### config.mk
export PLATFORM = sky130hd
export DESIGN_NAME = block_average_void_extent_encoder
export DESIGN_NICKNAME = d
export VERILOG_FILES = /design/src/rtl/bave_pkg.sv /design/src/rtl/bave_datapath.sv /design/src/rtl/bave_ctrl.sv /design/src/rtl/block_average_void_extent_encoder.sv
export SDC_FILE = /design/constraint.sdc
export NUM_CORES = 1
export LEC_CHECK = 0
export BUFFER_PORTS_ARGS = -buffer_cell sky130_fd_sc_hd__buf_4
export CAP_MARGIN = 20
export CORE_MARGIN = 1.5
export CORE_UTILIZATION = 45
export DETAILED_ROUTE_END_ITERATION = 12
export MAX_ROUTING_LAYER = met4
export PLACE_DENSITY_LB_ADDON = 0.25
export SLEW_MARGIN = 20
export SYNTH_ARGS = -nofsm -noshare
export SYNTH_HDL_FRONTEND = slang
export SYNTH_SLANG_ARGS = --single-unit
export TNS_END_PERCENT = 30
### constraint.sdc
create_clock -name i_clk -period 4.2 [get_ports i_clk]
set_input_delay 0.21 -clock i_clk [delete_from_list [all_inputs] [get_ports i_clk]]
set_output_delay 0.21 -clock i_clk [all_outputs]
set_load 0.03 [all_outputs]
### src/rtl/bave_pkg.sv
`timescale 1ns / 1ps

package bave_pkg;

    // Configuration register indexes
    localparam logic REG_BLOCK_WIDTH  = 1'b0;
    localparam logic REG_BLOCK_HEIGHT = 1'b1;

    // Block dimension lower limit and reset value
    localparam logic [3:0] MIN_DIM   = 4'd4;
    localparam logic [3:0] RESET_DIM = 4'd4;

    // Void-extent header, 2D LDR, all extent coordinates ones
    localparam logic [63:0] VOID_EXTENT_HEADER = 64'hFFFF_FFFF_FFFF_FDFC;

    // Four color channels, UNORM16 averages
    localparam int  CH_N    = 4;
    localparam int  Q_W     = 16;
    localparam logic [1:0] CH_LAST = 2'd3;

    // Controller to datapath commands
    typedef struct packed {
        logic       accum;    // add accepted texel into the sums
        logic       load;     // form numerator and divisor of one channel
        logic       step;     // one restoring-division step
        logic       store;    // final step: keep the quotient
        logic       clear;    // clear sums and count for the next block
        logic       sel_col;  // drive the color word instead of the header
        logic [1:0] ch;       // channel under division
    } t_cmd;

    // Datapath to controller status
    typedef struct packed {
        logic last;           // the offered texel completes the block
    } t_sts;

endpackage

### src/rtl/bave_datapath.sv
`timescale 1ns / 1ps

module bave_datapath
    import bave_pkg::*;
#(
    parameter int MAX_BLOCK_DIM = 12,
    parameter int CNT_W         = 8,
    parameter int SUM_W         = 16,
    parameter int NUM_W         = 25
) (
    input  logic        i_clk,
    input  logic        i_rst_n,
    input  logic        i_cfg_wen,
    input  logic        i_cfg_idx,
    input  logic [3:0]  i_cfg_wdata,
    input  logic [31:0] i_pixel,
    input  t_cmd        i_cmd,
    output t_sts        o_sts,
    output logic [63:0] o_word
);

    localparam int DIV_W = CNT_W + 1;
    localparam logic [3:0] MAX_DIM = 4'(MAX_BLOCK_DIM);

    logic [3:0]       r_block_width;
    logic [3:0]       r_block_height;
    logic [SUM_W-1:0] r_sum [CH_N];
    logic [CNT_W-1:0] r_count;
    logic [NUM_W-1:0] r_num;
    logic [DIV_W-1:0] r_div;
    logic [DIV_W-1:0] r_rem;
    logic [Q_W-1:0]   r_quo;
    logic [Q_W-1:0]   r_col [CH_N];

    logic [3:0]       w_dim_w;
    logic [3:0]       w_dim_h;
    logic [7:0]       w_area;
    logic [CNT_W-1:0] w_target;
    logic [CNT_W-1:0] w_cnt_inc;
    logic [SUM_W-1:0] w_sum_sel;
    logic [NUM_W-1:0] w_num_init;
    logic [DIV_W:0]   w_rem_sh;
    logic [DIV_W:0]   w_rem_sub;
    logic             w_ge;
    logic [DIV_W-1:0] n_rem;
    logic [Q_W-1:0]   n_quo;

    // Clamp dimensions and form the texel count of one block
    always_comb begin
        w_dim_w = (r_block_width < MIN_DIM) ? MIN_DIM :
                  (r_block_width > MAX_DIM) ? MAX_DIM : r_block_width;
        w_dim_h = (r_block_height < MIN_DIM) ? MIN_DIM :
                  (r_block_height > MAX_DIM) ? MAX_DIM : r_block_height;
        w_area   = {4'b0, w_dim_w} * {4'b0, w_dim_h};
        w_target = CNT_W'(w_area);
    end

    assign w_cnt_inc  = r_count + CNT_W'(1);
    assign o_sts.last = (w_cnt_inc >= w_target);

    // Numerator 514*sum + count, as two shifted copies of the sum
    assign w_sum_sel  = r_sum[i_cmd.ch];
    assign w_num_init = NUM_W'({w_sum_sel, 9'b0}) + NUM_W'({w_sum_sel, 1'b0})
                      + NUM_W'(r_count);

    // One restoring-division step
    always_comb begin
        w_rem_sh  = {r_rem, r_num[NUM_W-1]};
        w_rem_sub = w_rem_sh - {1'b0, r_div};
        w_ge      = (w_rem_sh >= {1'b0, r_div});
        n_rem     = w_ge ? w_rem_sub[DIV_W-1:0] : w_rem_sh[DIV_W-1:0];
        n_quo     = {r_quo[Q_W-2:0], w_ge};
    end

    // Hold the block dimensions
    always_ff @(posedge i_clk) begin
        if (!i_rst_n) begin
            r_block_width  <= RESET_DIM;
            r_block_height <= RESET_DIM;
        end else if (i_cfg_wen) begin
            case (i_cfg_idx)
                REG_BLOCK_WIDTH:  r_block_width  <= i_cfg_wdata;
                REG_BLOCK_HEIGHT: r_block_height <= i_cfg_wdata;
                default: ;
            endcase
        end
    end

    // Accumulate texels, clear after the block is encoded
    always_ff @(posedge i_clk) begin
        if (!i_rst_n || i_cmd.clear) begin
            for (int i = 0; i < CH_N; i++) r_sum[i] <= '0;
            r_count <= '0;
        end else if (i_cmd.accum) begin
            for (int i = 0; i < CH_N; i++) begin
                r_sum[i] <= r_sum[i] + SUM_W'(i_pixel[8*i +: 8]);
            end
            r_count <= w_cnt_inc;
        end
    end

    // Shared divider and color store
    always_ff @(posedge i_clk) begin
        if (i_cmd.load) begin
            r_num <= w_num_init;
            r_div <= {r_count, 1'b0};
            r_rem <= '0;
        end else if (i_cmd.step) begin
            r_num <= {r_num[NUM_W-2:0], 1'b0};
            r_rem <= n_rem;
            r_quo <= n_quo;
        end
        if (i_cmd.store) begin
            r_col[i_cmd.ch] <= n_quo;
        end
    end

    assign o_word = i_cmd.sel_col ? {r_col[3], r_col[2], r_col[1], r_col[0]}
                                  : VOID_EXTENT_HEADER;

endmodule

### src/rtl/bave_ctrl.sv
`timescale 1ns / 1ps

module bave_ctrl
    import bave_pkg::*;
#(
    parameter int STEP_N = 25
) (
    input  logic i_clk,
    input  logic i_rst_n,
    input  logic i_s_tvalid,
    output logic o_s_tready,
    output logic o_m_tvalid,
    input  logic i_m_tready,
    output logic o_m_tlast,
    input  t_sts i_sts,
    output t_cmd o_cmd
);

    localparam int STEP_W = $clog2(STEP_N);

    typedef enum logic [2:0] {
        S_ACCUM,
        S_LOAD,
        S_DIV,
        S_HDR,
        S_COL
    } t_state;

    t_state            r_state, n_state;
    logic [1:0]        r_ch, n_ch;
    logic [STEP_W-1:0] r_step, n_step;
    logic              r_s_tready, n_s_tready;
    logic              r_m_tvalid, n_m_tvalid;
    logic              r_m_tlast, n_m_tlast;

    // Sequence accumulation, four divisions and two output transfers
    always_comb begin
        n_state       = r_state;
        n_ch          = r_ch;
        n_step        = r_step;
        o_cmd         = '0;
        o_cmd.ch      = r_ch;
        o_cmd.sel_col = (r_state == S_COL);
        case (r_state)
            S_ACCUM: begin
                if (i_s_tvalid && r_s_tready) begin
                    o_cmd.accum = 1'b1;
                    n_ch        = '0;
                    if (i_sts.last) n_state = S_LOAD;
                end
            end
            S_LOAD: begin
                o_cmd.load = 1'b1;
                n_step     = STEP_W'(STEP_N - 1);
                n_state    = S_DIV;
            end
            S_DIV: begin
                o_cmd.step = 1'b1;
                if (r_step == '0) begin
                    o_cmd.store = 1'b1;
                    if (r_ch == CH_LAST) begin
                        o_cmd.clear = 1'b1;
                        n_state     = S_HDR;
                    end else begin
                        n_ch    = r_ch + 2'd1;
                        n_state = S_LOAD;
                    end
                end else begin
                    n_step = r_step - STEP_W'(1);
                end
            end
            S_HDR: begin
                if (i_m_tready) n_state = S_COL;
            end
            S_COL: begin
                if (i_m_tready) n_state = S_ACCUM;
            end
            default: n_state = S_ACCUM;
        endcase
        n_s_tready = (n_state == S_ACCUM);
        n_m_tvalid = (n_state == S_HDR) || (n_state == S_COL);
        n_m_tlast  = (n_state == S_COL);
    end

    // Hold state and registered handshake outputs
    always_ff @(posedge i_clk) begin
        if (!i_rst_n) begin
            r_state    <= S_ACCUM;
            r_ch       <= '0;
            r_step     <= '0;
            r_s_tready <= 1'b0;
            r_m_tvalid <= 1'b0;
            r_m_tlast  <= 1'b0;
        end else begin
            r_state    <= n_state;
            r_ch       <= n_ch;
            r_step     <= n_step;
            r_s_tready <= n_s_tready;
            r_m_tvalid <= n_m_tvalid;
            r_m_tlast  <= n_m_tlast;
        end
    end

    assign o_s_tready = r_s_tready;
    assign o_m_tvalid = r_m_tvalid;
    assign o_m_tlast  = r_m_tlast;

endmodule

### src/rtl/block_average_void_extent_encoder.sv
`timescale 1ns / 1ps

// Constant-color block encoder (void-extent block, 2D LDR).
// Slave stream: one RGBA8 texel per transfer, raster order, edge texels
// already replicated. Block size comes from the write port: index 0 is
// block width, index 1 block height, clamped to 4..MAX_BLOCK_DIM.
// Master stream: two 64-bit words per block, the void-extent header first
// (tlast low), then the UNORM16 averages R, G, B, A from low to high (tlast
// high). Each average is round-half-up of sum*257/count.
// Timing: texels are taken one per cycle while a block accumulates. After
// the last texel of a block a shared restoring divider works one quotient
// bit per cycle on the four channels in turn, each loaded into it first,
// and then the header is offered.
// No texel is taken while the block divides or while its words are shown.
// A stalled receiver holds the current word; the block waits.
// Reset clears sums, count and handshake state and sets both dimensions to
// 4; tready is registered and rises in the cycle after reset is released.
module block_average_void_extent_encoder
    import bave_pkg::*;
#(
    parameter int MAX_BLOCK_DIM = 12
) (
    input  logic        i_clk,
    input  logic        i_rst_n,
    input  logic        i_cfg_wen,
    input  logic        i_cfg_idx,
    input  logic [3:0]  i_cfg_wdata,
    input  logic        i_s_axis_tvalid,
    output logic        o_s_axis_tready,
    input  logic [31:0] i_s_axis_tdata,   // red, green, blue, alpha
    output logic        o_m_axis_tvalid,
    input  logic        i_m_axis_tready,
    output logic [63:0] o_m_axis_tdata,   // block_word
    output logic        o_m_axis_tlast    // last_word
);

    localparam int MAX_SQ = MAX_BLOCK_DIM * MAX_BLOCK_DIM;
    localparam int CNT_W  = $clog2(MAX_SQ + 1);
    localparam int SUM_W  = $clog2(255 * MAX_SQ + 1);
    localparam int NUM_W  = $clog2(255 * MAX_SQ * 514 + MAX_SQ + 1);

    t_cmd w_cmd;
    t_sts w_sts;

    bave_ctrl #(
        .STEP_N (NUM_W)
    ) u_ctrl (
        .i_clk      (i_clk),
        .i_rst_n    (i_rst_n),
        .i_s_tvalid (i_s_axis_tvalid),
        .o_s_tready (o_s_axis_tready),
        .o_m_tvalid (o_m_axis_tvalid),
        .i_m_tready (i_m_axis_tready),
        .o_m_tlast  (o_m_axis_tlast),
        .i_sts      (w_sts),
        .o_cmd      (w_cmd)
    );

    bave_datapath #(
        .MAX_BLOCK_DIM (MAX_BLOCK_DIM),
        .CNT_W         (CNT_W),
        .SUM_W         (SUM_W),
        .NUM_W         (NUM_W)
    ) u_datapath (
        .i_clk       (i_clk),
        .i_rst_n     (i_rst_n),
        .i_cfg_wen   (i_cfg_wen),
        .i_cfg_idx   (i_cfg_idx),
        .i_cfg_wdata (i_cfg_wdata),
        .i_pixel     (i_s_axis_tdata),
        .i_cmd       (w_cmd),
        .o_sts       (w_sts),
        .o_word      (o_m_axis_tdata)
    );

endmodule

Word level (Yosys, flattened, before mapping) --
Memories as Yosys holds them, arrays and structs flattened. A register that Yosys moved wholly into a read port is not among the register bits. Index checks and enable logic that the tools add are counted.
Storage, ports and cells: memory bits (writable) 128, register bits 86, bits of input ports 42, memories 2, word-level logic and storage cells 104
Memories:
- u_datapath.r_col | depth 4, bits a word 16, rd ports 4, clocked after Yosys merged registers in 0, wr ports 1, RTL line bave_datapath.sv:33 | logic [Q_W-1:0] r_col [CH_N];
- u_datapath.r_sum | depth 4, bits a word 16, rd ports 5, clocked after Yosys merged registers in 1, wr ports 4, RTL line bave_datapath.sv:27 | logic [SUM_W-1:0] r_sum [CH_N];
Operators by class: bitwise operators 6, equality and inequality tests 11, reduce and logical (&&, ||, !) cells 15, $add $sub $neg 10, muxes and demuxes 40, multipliers 1, $lt $le $gt $ge 6
Operators by type and width (count):
- $add 16x8->16 | 4
- $mux 16 | 4
- $mux 64 | 1
- $mux 25 | 2
- $add 25x17->25 | 1
- $add 25x8->25 | 1
- $mux 3 | 6
- $mux 4 | 4
- $pmux 3 s5 | 1
- $mux 2 | 7
- $mux 1 | 11
- $ge 10x9->1 | 1
- $pmux 5 s2 | 1
- $eq 3x2->1 const B | 3
- $mux 9 | 1
- $sub 9x9->9 | 1
- $add 8x1->8 const B | 1
- $ge 8x8->1 | 1
- $gt 4x4->1 const B | 2
- $lt 4x3->1 const B | 2
- $mul 4x4->8 | 1
- $reduce_and 2->1 | 4
- $eq 3x3->1 const B | 2
- $logic_not 3->1 | 2
- 16 further kinds | 25

Logic depth before layout (Yosys ltp) --
depth after elaboration 10, gate-level depth with buffers 16, gate-level depth less buffers 16

Cells and area by module --
From an unflattened synthesis, not the netlist that was laid out.
Unflattened totals: cell total of the unflattened synthesis 1094, area, all modules 12309.3 sq um
Modules (own cells, without submodules):
- bave_datapath | cells each 1016, instances 1, sequential area each 5785.5 sq um, area an instance 11589.9 sq um
- bave_ctrl | cells each 78, instances 1, sequential area each 260.2 sq um, area an instance 719.4 sq um

Least setup slack after synthesis --
No wires, ideal clock.
kind reg-to-reg, start point reg u_ctrl.r_step[0], end point mem u_datapath.r_sum[0][0], enable pin, path slack 0.572 ns, arrival time 3.195 ns, buffers on the path 2, cell stages (with the launch flop) 8, period minus slack after synthesis 3.628 ns, required time 3.768 ns, setup time 0.432 ns, path through dfxtp_1 inv_1 ha_1 or4b_1 buf_2 o31ai_4 clkbuf_1 nand2b_1
RTL lines:
- start, declared | RTL line bave_ctrl.sv:31 | logic [STEP_W-1:0] r_step, n_step;
- start signal, assigned | RTL line bave_ctrl.sv:97 | r_step <= n_step;
- end, declared | RTL line bave_datapath.sv:27

Worst setup path after layout --
start point reg u_datapath.r_block_height[3], end point reg u_ctrl.r_state[0]
Between the ends: cells in the longest elaborated chain, start to end 8
Ends and longest elaborated chain:
- start, declared | RTL line bave_datapath.sv:26 | logic [3:0] r_block_height;
- start signal, assigned | RTL line bave_datapath.sv:83 | REG_BLOCK_HEIGHT: r_block_height <= i_cfg_wdata;
- $gt 4x4->1 | RTL line bave_datapath.sv:53 | (r_block_height > MAX_DIM) ? MAX_DIM : r_block_height;
- $mux 4 | RTL line bave_datapath.sv:53
- $mux 4 * | RTL line bave_datapath.sv:52 | w_dim_h = (r_block_height < MIN_DIM) ? MIN_DIM :
- $mul 4x4->8 * | RTL line bave_datapath.sv:54 | w_area = {4'b0, w_dim_w} * {4'b0, w_dim_h};
- $ge 8x8->1 * | RTL line bave_datapath.sv:59 | assign o_sts.last = (w_cnt_inc >= w_target);
- $mux 3 * | RTL line bave_ctrl.sv:49 | if (i_sts.last) n_state = S_LOAD;
- $mux 3 * | RTL line bave_ctrl.sv:46 | if (i_s_tvalid && r_s_tready) begin
- $pmux 3 s5 * | RTL line bave_ctrl.sv:44 | case (r_state)
- end signal, assigned | RTL line bave_ctrl.sv:95 | r_state <= n_state;
- end, declared | RTL line bave_ctrl.sv:29 | t_state r_state, n_state;
Every way passes the cells marked *; elsewhere a longest branch is shown, timed or not. A chain may end at the register's enable or synchronous reset.

==> results.md <==
- The I/O pin total is 109.
- The category of cells accounting for the largest share of critical-path delay is adder cells.
- Detailed placement ended at an HPWL of 18.46 mm.
- The number of buffers on the longest clock path is 3.
- The count of final setup violators is 0.
- The critical path class is register to register.
- The antenna violation net count after detailed routing is 0.
- The number of max-capacitance violations reported is 0.
- The clock skew after layout is 0.009083 ns.
- In the synthesized netlist the dominant register cell turns out to be edfxtp_1.
- The worst setup path is captured at a register.
- Along the worst path, the maximum fanout reaches 8.
- The number of buffers created by CTS is 23.
- Yosys mapped a number of flops with a built-in enable equal to 176.
- The final route contains 8653 vias.
- The largest single stage delay on the critical path is 0.50 ns.
- From synthesis to final layout, the design area changed by 16.85%.
- Counting distinct cell types in the post-synthesis netlist gives 65.
- The normalized max-slew margin is 34.78%.
- After routing, the total negative slack on setup checks comes to 0 ns.
- The run finished with clean final reports.
- The first routing iteration left 526 violations.
- The synthesized design contains 216 register bits.
- The total DRC errors in the routed layout is 0.
- The die height is 167.9 µm.
- The ratio of cells with drive above 1 in the final layout is 14.42%.
- From left edge to right edge, the die measures 167.9 µm.
- The category of the worst setup path launch point is a register.
- In the final design database the tool counted 1379 nets.
- The floorplan has 60 rows.
- Sequential cells burn 47.9% of the power.
- For met3 alone, demand over resource in global routing was 2.539%.
- The post-route fraction of the period consumed by the critical path is 91.59%.
- The cell-internal power is 0.003846 W.
- The global-route wire length before repair is 41.65 mm.
- IR analysis of the VDD net gives a maximum drop of 0.2262 mV.
- The port buffer count is 108.
- The last weighted congestion value of the routability-driven placer is 0.8750.
- The met2 demand-to-capacity share in global routing is 32.14%.
- The clock network burns 41.9% of the power.
- Setup repair after global routing left no endpoint under its margin.
- Counting both buffers and inverters, the worst setup path holds a total of 1.
- The leakage power summed over all cells is 5.588 nW.
- Based on the critical path, the design can be clocked at up to 0.2600 GHz.
- When the netlist entered floorplanning its net count stood at 1259.
- The number of diodes is 0.
- The mean cell area of the mapped netlist is 10.87 µm².
- The count of warnings emitted by yosys is 0.
- The critical path required time is 4.60 ns.
- After detailed routing, the total wire length is 25.62 mm.
- The fraction of synthesis flops using an asynchronous set or reset pin is 0%.
- Synthesis produced a netlist whose cell count is 1126.
- In this run the most used layer during global routing was met2.
- After synthesis the cells add up to 12240 µm².
- The initial utilization of the core area, before any placement, comes to 45.67%.
- The library cell appearing most often on the critical path is a21oi_1.
- The clock-pin transition on the worst setup and hold timing paths is 0.06 ns.
- Subtracting the final worst setup slack from the clock period gives 3.847 ns.
- The power density over the cells is 352.4 nW/µm².
- The signal on the critical path passes through xor2_1 > nand3_1 > fa_1 > inv_1 > fa_1 > ha_1 > a21o_1 > a21oi_1 > xnor2_1 > ha_1 > a21oi_1 > nand2b_1 > a21oi_1 > o21ai_0 > and3_1.
- In this run the number of H-tree levels came out at 1.
- At the later pin of the worst-skew pair, clock insertion delay measures 0.51 ns.
- The via count of the first global-routing pass was 8329.
- Dividing the detail-routed via count by the number of cells gives 5.398.
- Global routing consumed, over all layers together, 18.74% of the routing resources.
- STA puts the critical path data arrival time at 4.24 ns.
- The cell at the root of the clock tree is clkbuf_16.
- The hold violation total from the final report was 0.
- The maximum number of pins on one net before global-route repair is 53.
- The wire length per cell after detailed routing is 15.98 µm.
- The slew at the pin closest to its max-slew limit is 0.9772 ns.
- The total power after layout is 0.005040 W.
- The core area is 26800 µm².
- The total die area is 28200 µm².
- Sequential cells were found to cover 49.72% of the synthesized design area.
- The number of max-slew violations in the final report is 0.
- The analysis attributes to net switching a power of 0.001193 W.
- TritonCTS built the clock tree.
- The number of detailed-route iterations in the first pass is 6.
- The initial antenna violation count is 0.
- Combinational logic is responsible for 10.2% of the overall power.
- The switching power as a share of total power is 23.68%.
- The master of the slowest instance on the critical path is fa_1.
- In this run the worst hold path is classified as primary input to register.
- The met1 layer usage reported by global route is 23.51%.
- The sink count of the clock tree is 216.
- The total grt overflow is 0.
[Yosys cell counts, types with 3 or more instances]
cell type	instances	share of area, %
edfxtp_1	176	43
nand2_1	103	3.2
nor2_1	83	2.5
ha_1	81	8.3
nand2b_1	72	3.7
o21ai_0	59	2.4
a21oi_1	54	2.2
inv_1	51	1.6
xor2_1	50	3.6
dfxtp_1	40	6.5
nand3_1	28	1.1
nor3_1	28	1.1
and3_1	26	1.3
xnor2_1	25	1.8
and2_1	21	1.1
nor2b_1	21	1.1
clkbuf_1	17	0.52
nand4_1	17	0.87
a21o_1	14	0.86
mux4_2	14	2.6
o211ai_1	14	0.86
o21a_1	14	0.86
or3_1	13	0.66
fa_1	10	1.6
a21boi_0	9	0.55
buf_2	8	0.33
a211oi_1	7	0.43
o21bai_1	7	0.43
a31oi_1	6	0.31
o2111ai_1	5	0.36
a41o_1	4	0.33
a41oi_1	4	0.29
mux2i_1	3	0.25
[path summary, 6_finish.rpt]
kind	slack, ns	cells after the start	from	end
min reg2reg	0.47	1	u_ctrl.r_step[4]	u_ctrl.r_step[4]
min	0.03	3	i_cfg_wen	u_datapath.r_block_height[1]
max	0.35	15	u_datapath.r_block_height[3]	u_ctrl.r_state[0]
max reg2reg	0.35	15	u_datapath.r_block_height[3]	u_ctrl.r_state[0]
[layer usage]
metal  share of wire (%)  vias to the layer above
met3                 4.4                       31
met5                   0                        -
met1                  45                     4110
li1                    -                     4334
met4                 1.8                        0
met2                  48                      178
[power by group through the flow]
stage	combinational (W)	clock [W]	sequential, W
6_report	0.000514	0.00211	0.00241
5_1_grt	0.000576	0.00224	0.00242
4_1_cts	0.000513	0.00216	0.00241
3_5_place_dp	0.000503	0	0.00246
3_3_place_gp	0.000493	0	0.00245
2_1_floorplan	0.000370	0	0.00244
[stage by stage]
step | setup WS [ns] | cell area, µm² | utilization [%] | std cells | hold WS [ns]
finish | 0.3533 | 14300 | 53.36 | 1603 | 0.03160
global route | 0.04014 | 14300 | 53.36 | 1603 | 0.02152
CTS | 0.2901 | 14290 | 53.33 | 1603 | 0.01030
detailed placement | 0.3146 | 13420 | 50.08 | 1554 | 0.4475
global placement | 0.4082 | 13420 | 50.08 | 1554 | 0.4377
floorplan | 0.5724 | 12240 | - | 1126 | 0.3340
[what timing repair did]
action	CTS	global route
resized for setup	0	1
endpoints found under the hold margin	8	0
hold buffers	8	0
setup buffers	0	0
endpoints found under the setup margin	0	1
[flip-flops by register name, summed over array words and instances (netlist names), named ones only]
signal,flops
u_ctrl.o_m_tvalid,1
u_ctrl.o_s_tready,1
u_datapath.r_quo,15
u_ctrl.r_ch,2
u_datapath.r_block_height,4
u_datapath.r_count,8
u_datapath.r_div,8
u_datapath.r_rem,9
u_ctrl.o_m_tlast,1
u_ctrl.r_state,3
u_datapath.r_num,25
u_datapath.r_block_width,4
u_ctrl.r_step,5
u_datapath.r_col,64
u_datapath.r_sum,64
[layout by cell type, fill, tap and decap left out, types with 8 or more instances in the layout]
cell type | synthesis | final
a21boi_0 | 9 | 9
o21a_1 | 14 | 14
and2_1 | 21 | 20
dfxtp_1 | 40 | 40
ha_1 | 81 | 81
nor2b_1 | 21 | 21
nand2b_1 | 72 | 71
nor2_1 | 83 | 83
buf_4 | 2 | 117
and3_1 | 26 | 26
xor2_1 | 50 | 49
or3_1 | 13 | 13
edfxtp_1 | 176 | 176
o21ai_0 | 59 | 59
o211ai_1 | 14 | 14
inv_1 | 51 | 51
clkbuf_16 | 0 | 23
fa_1 | 10 | 10
a21o_1 | 14 | 14
mux4_2 | 14 | 14
nand4_1 | 17 | 17
dlygate4sd3_1 | 0 | 8
nand2_1 | 103 | 103
nand3_1 | 28 | 28
xnor2_1 | 25 | 25
a21oi_1 | 54 | 54
nor3_1 | 28 | 27
[worst register-to-register path, cell delays in order, from the launching register on]
cell      delay, ns
dfxtp_1        0.44
xor2_1         0.32
nand3_1        0.14
fa_1           0.49
inv_1          0.05
fa_1           0.50
ha_1           0.31
a21o_1         0.18
a21oi_1        0.22
xnor2_1        0.15
ha_1           0.26
a21oi_1        0.17
nand2b_1       0.08
a21oi_1        0.12
o21ai_0        0.12
and3_1         0.18
[cells by family after synthesis]
group                      synth area share [%]
muxes                                     3.251
adders and majority gates                 9.916
xor gates and xnor gates                  5.367
DFF                                       49.72
AOI/OAI and AO/OA                         11.28
buffers and inverters                     2.862
and+or+nand+nor                           17.60
[final cells by class]
cell class / count / area (µm²)
multi-input cells: 826 / 5819
clock inverters: 12 / 152.6
fillers: 2381 / 12500
well taps: 341 / 426.7
flip-flops and latches: 216 / 6086
clock buffers: 29 / 638.1
inverters: 53 / 200.2
repair buffers: 126 / 978.4
No activity file was read; power rests on OpenSTA's default activity.
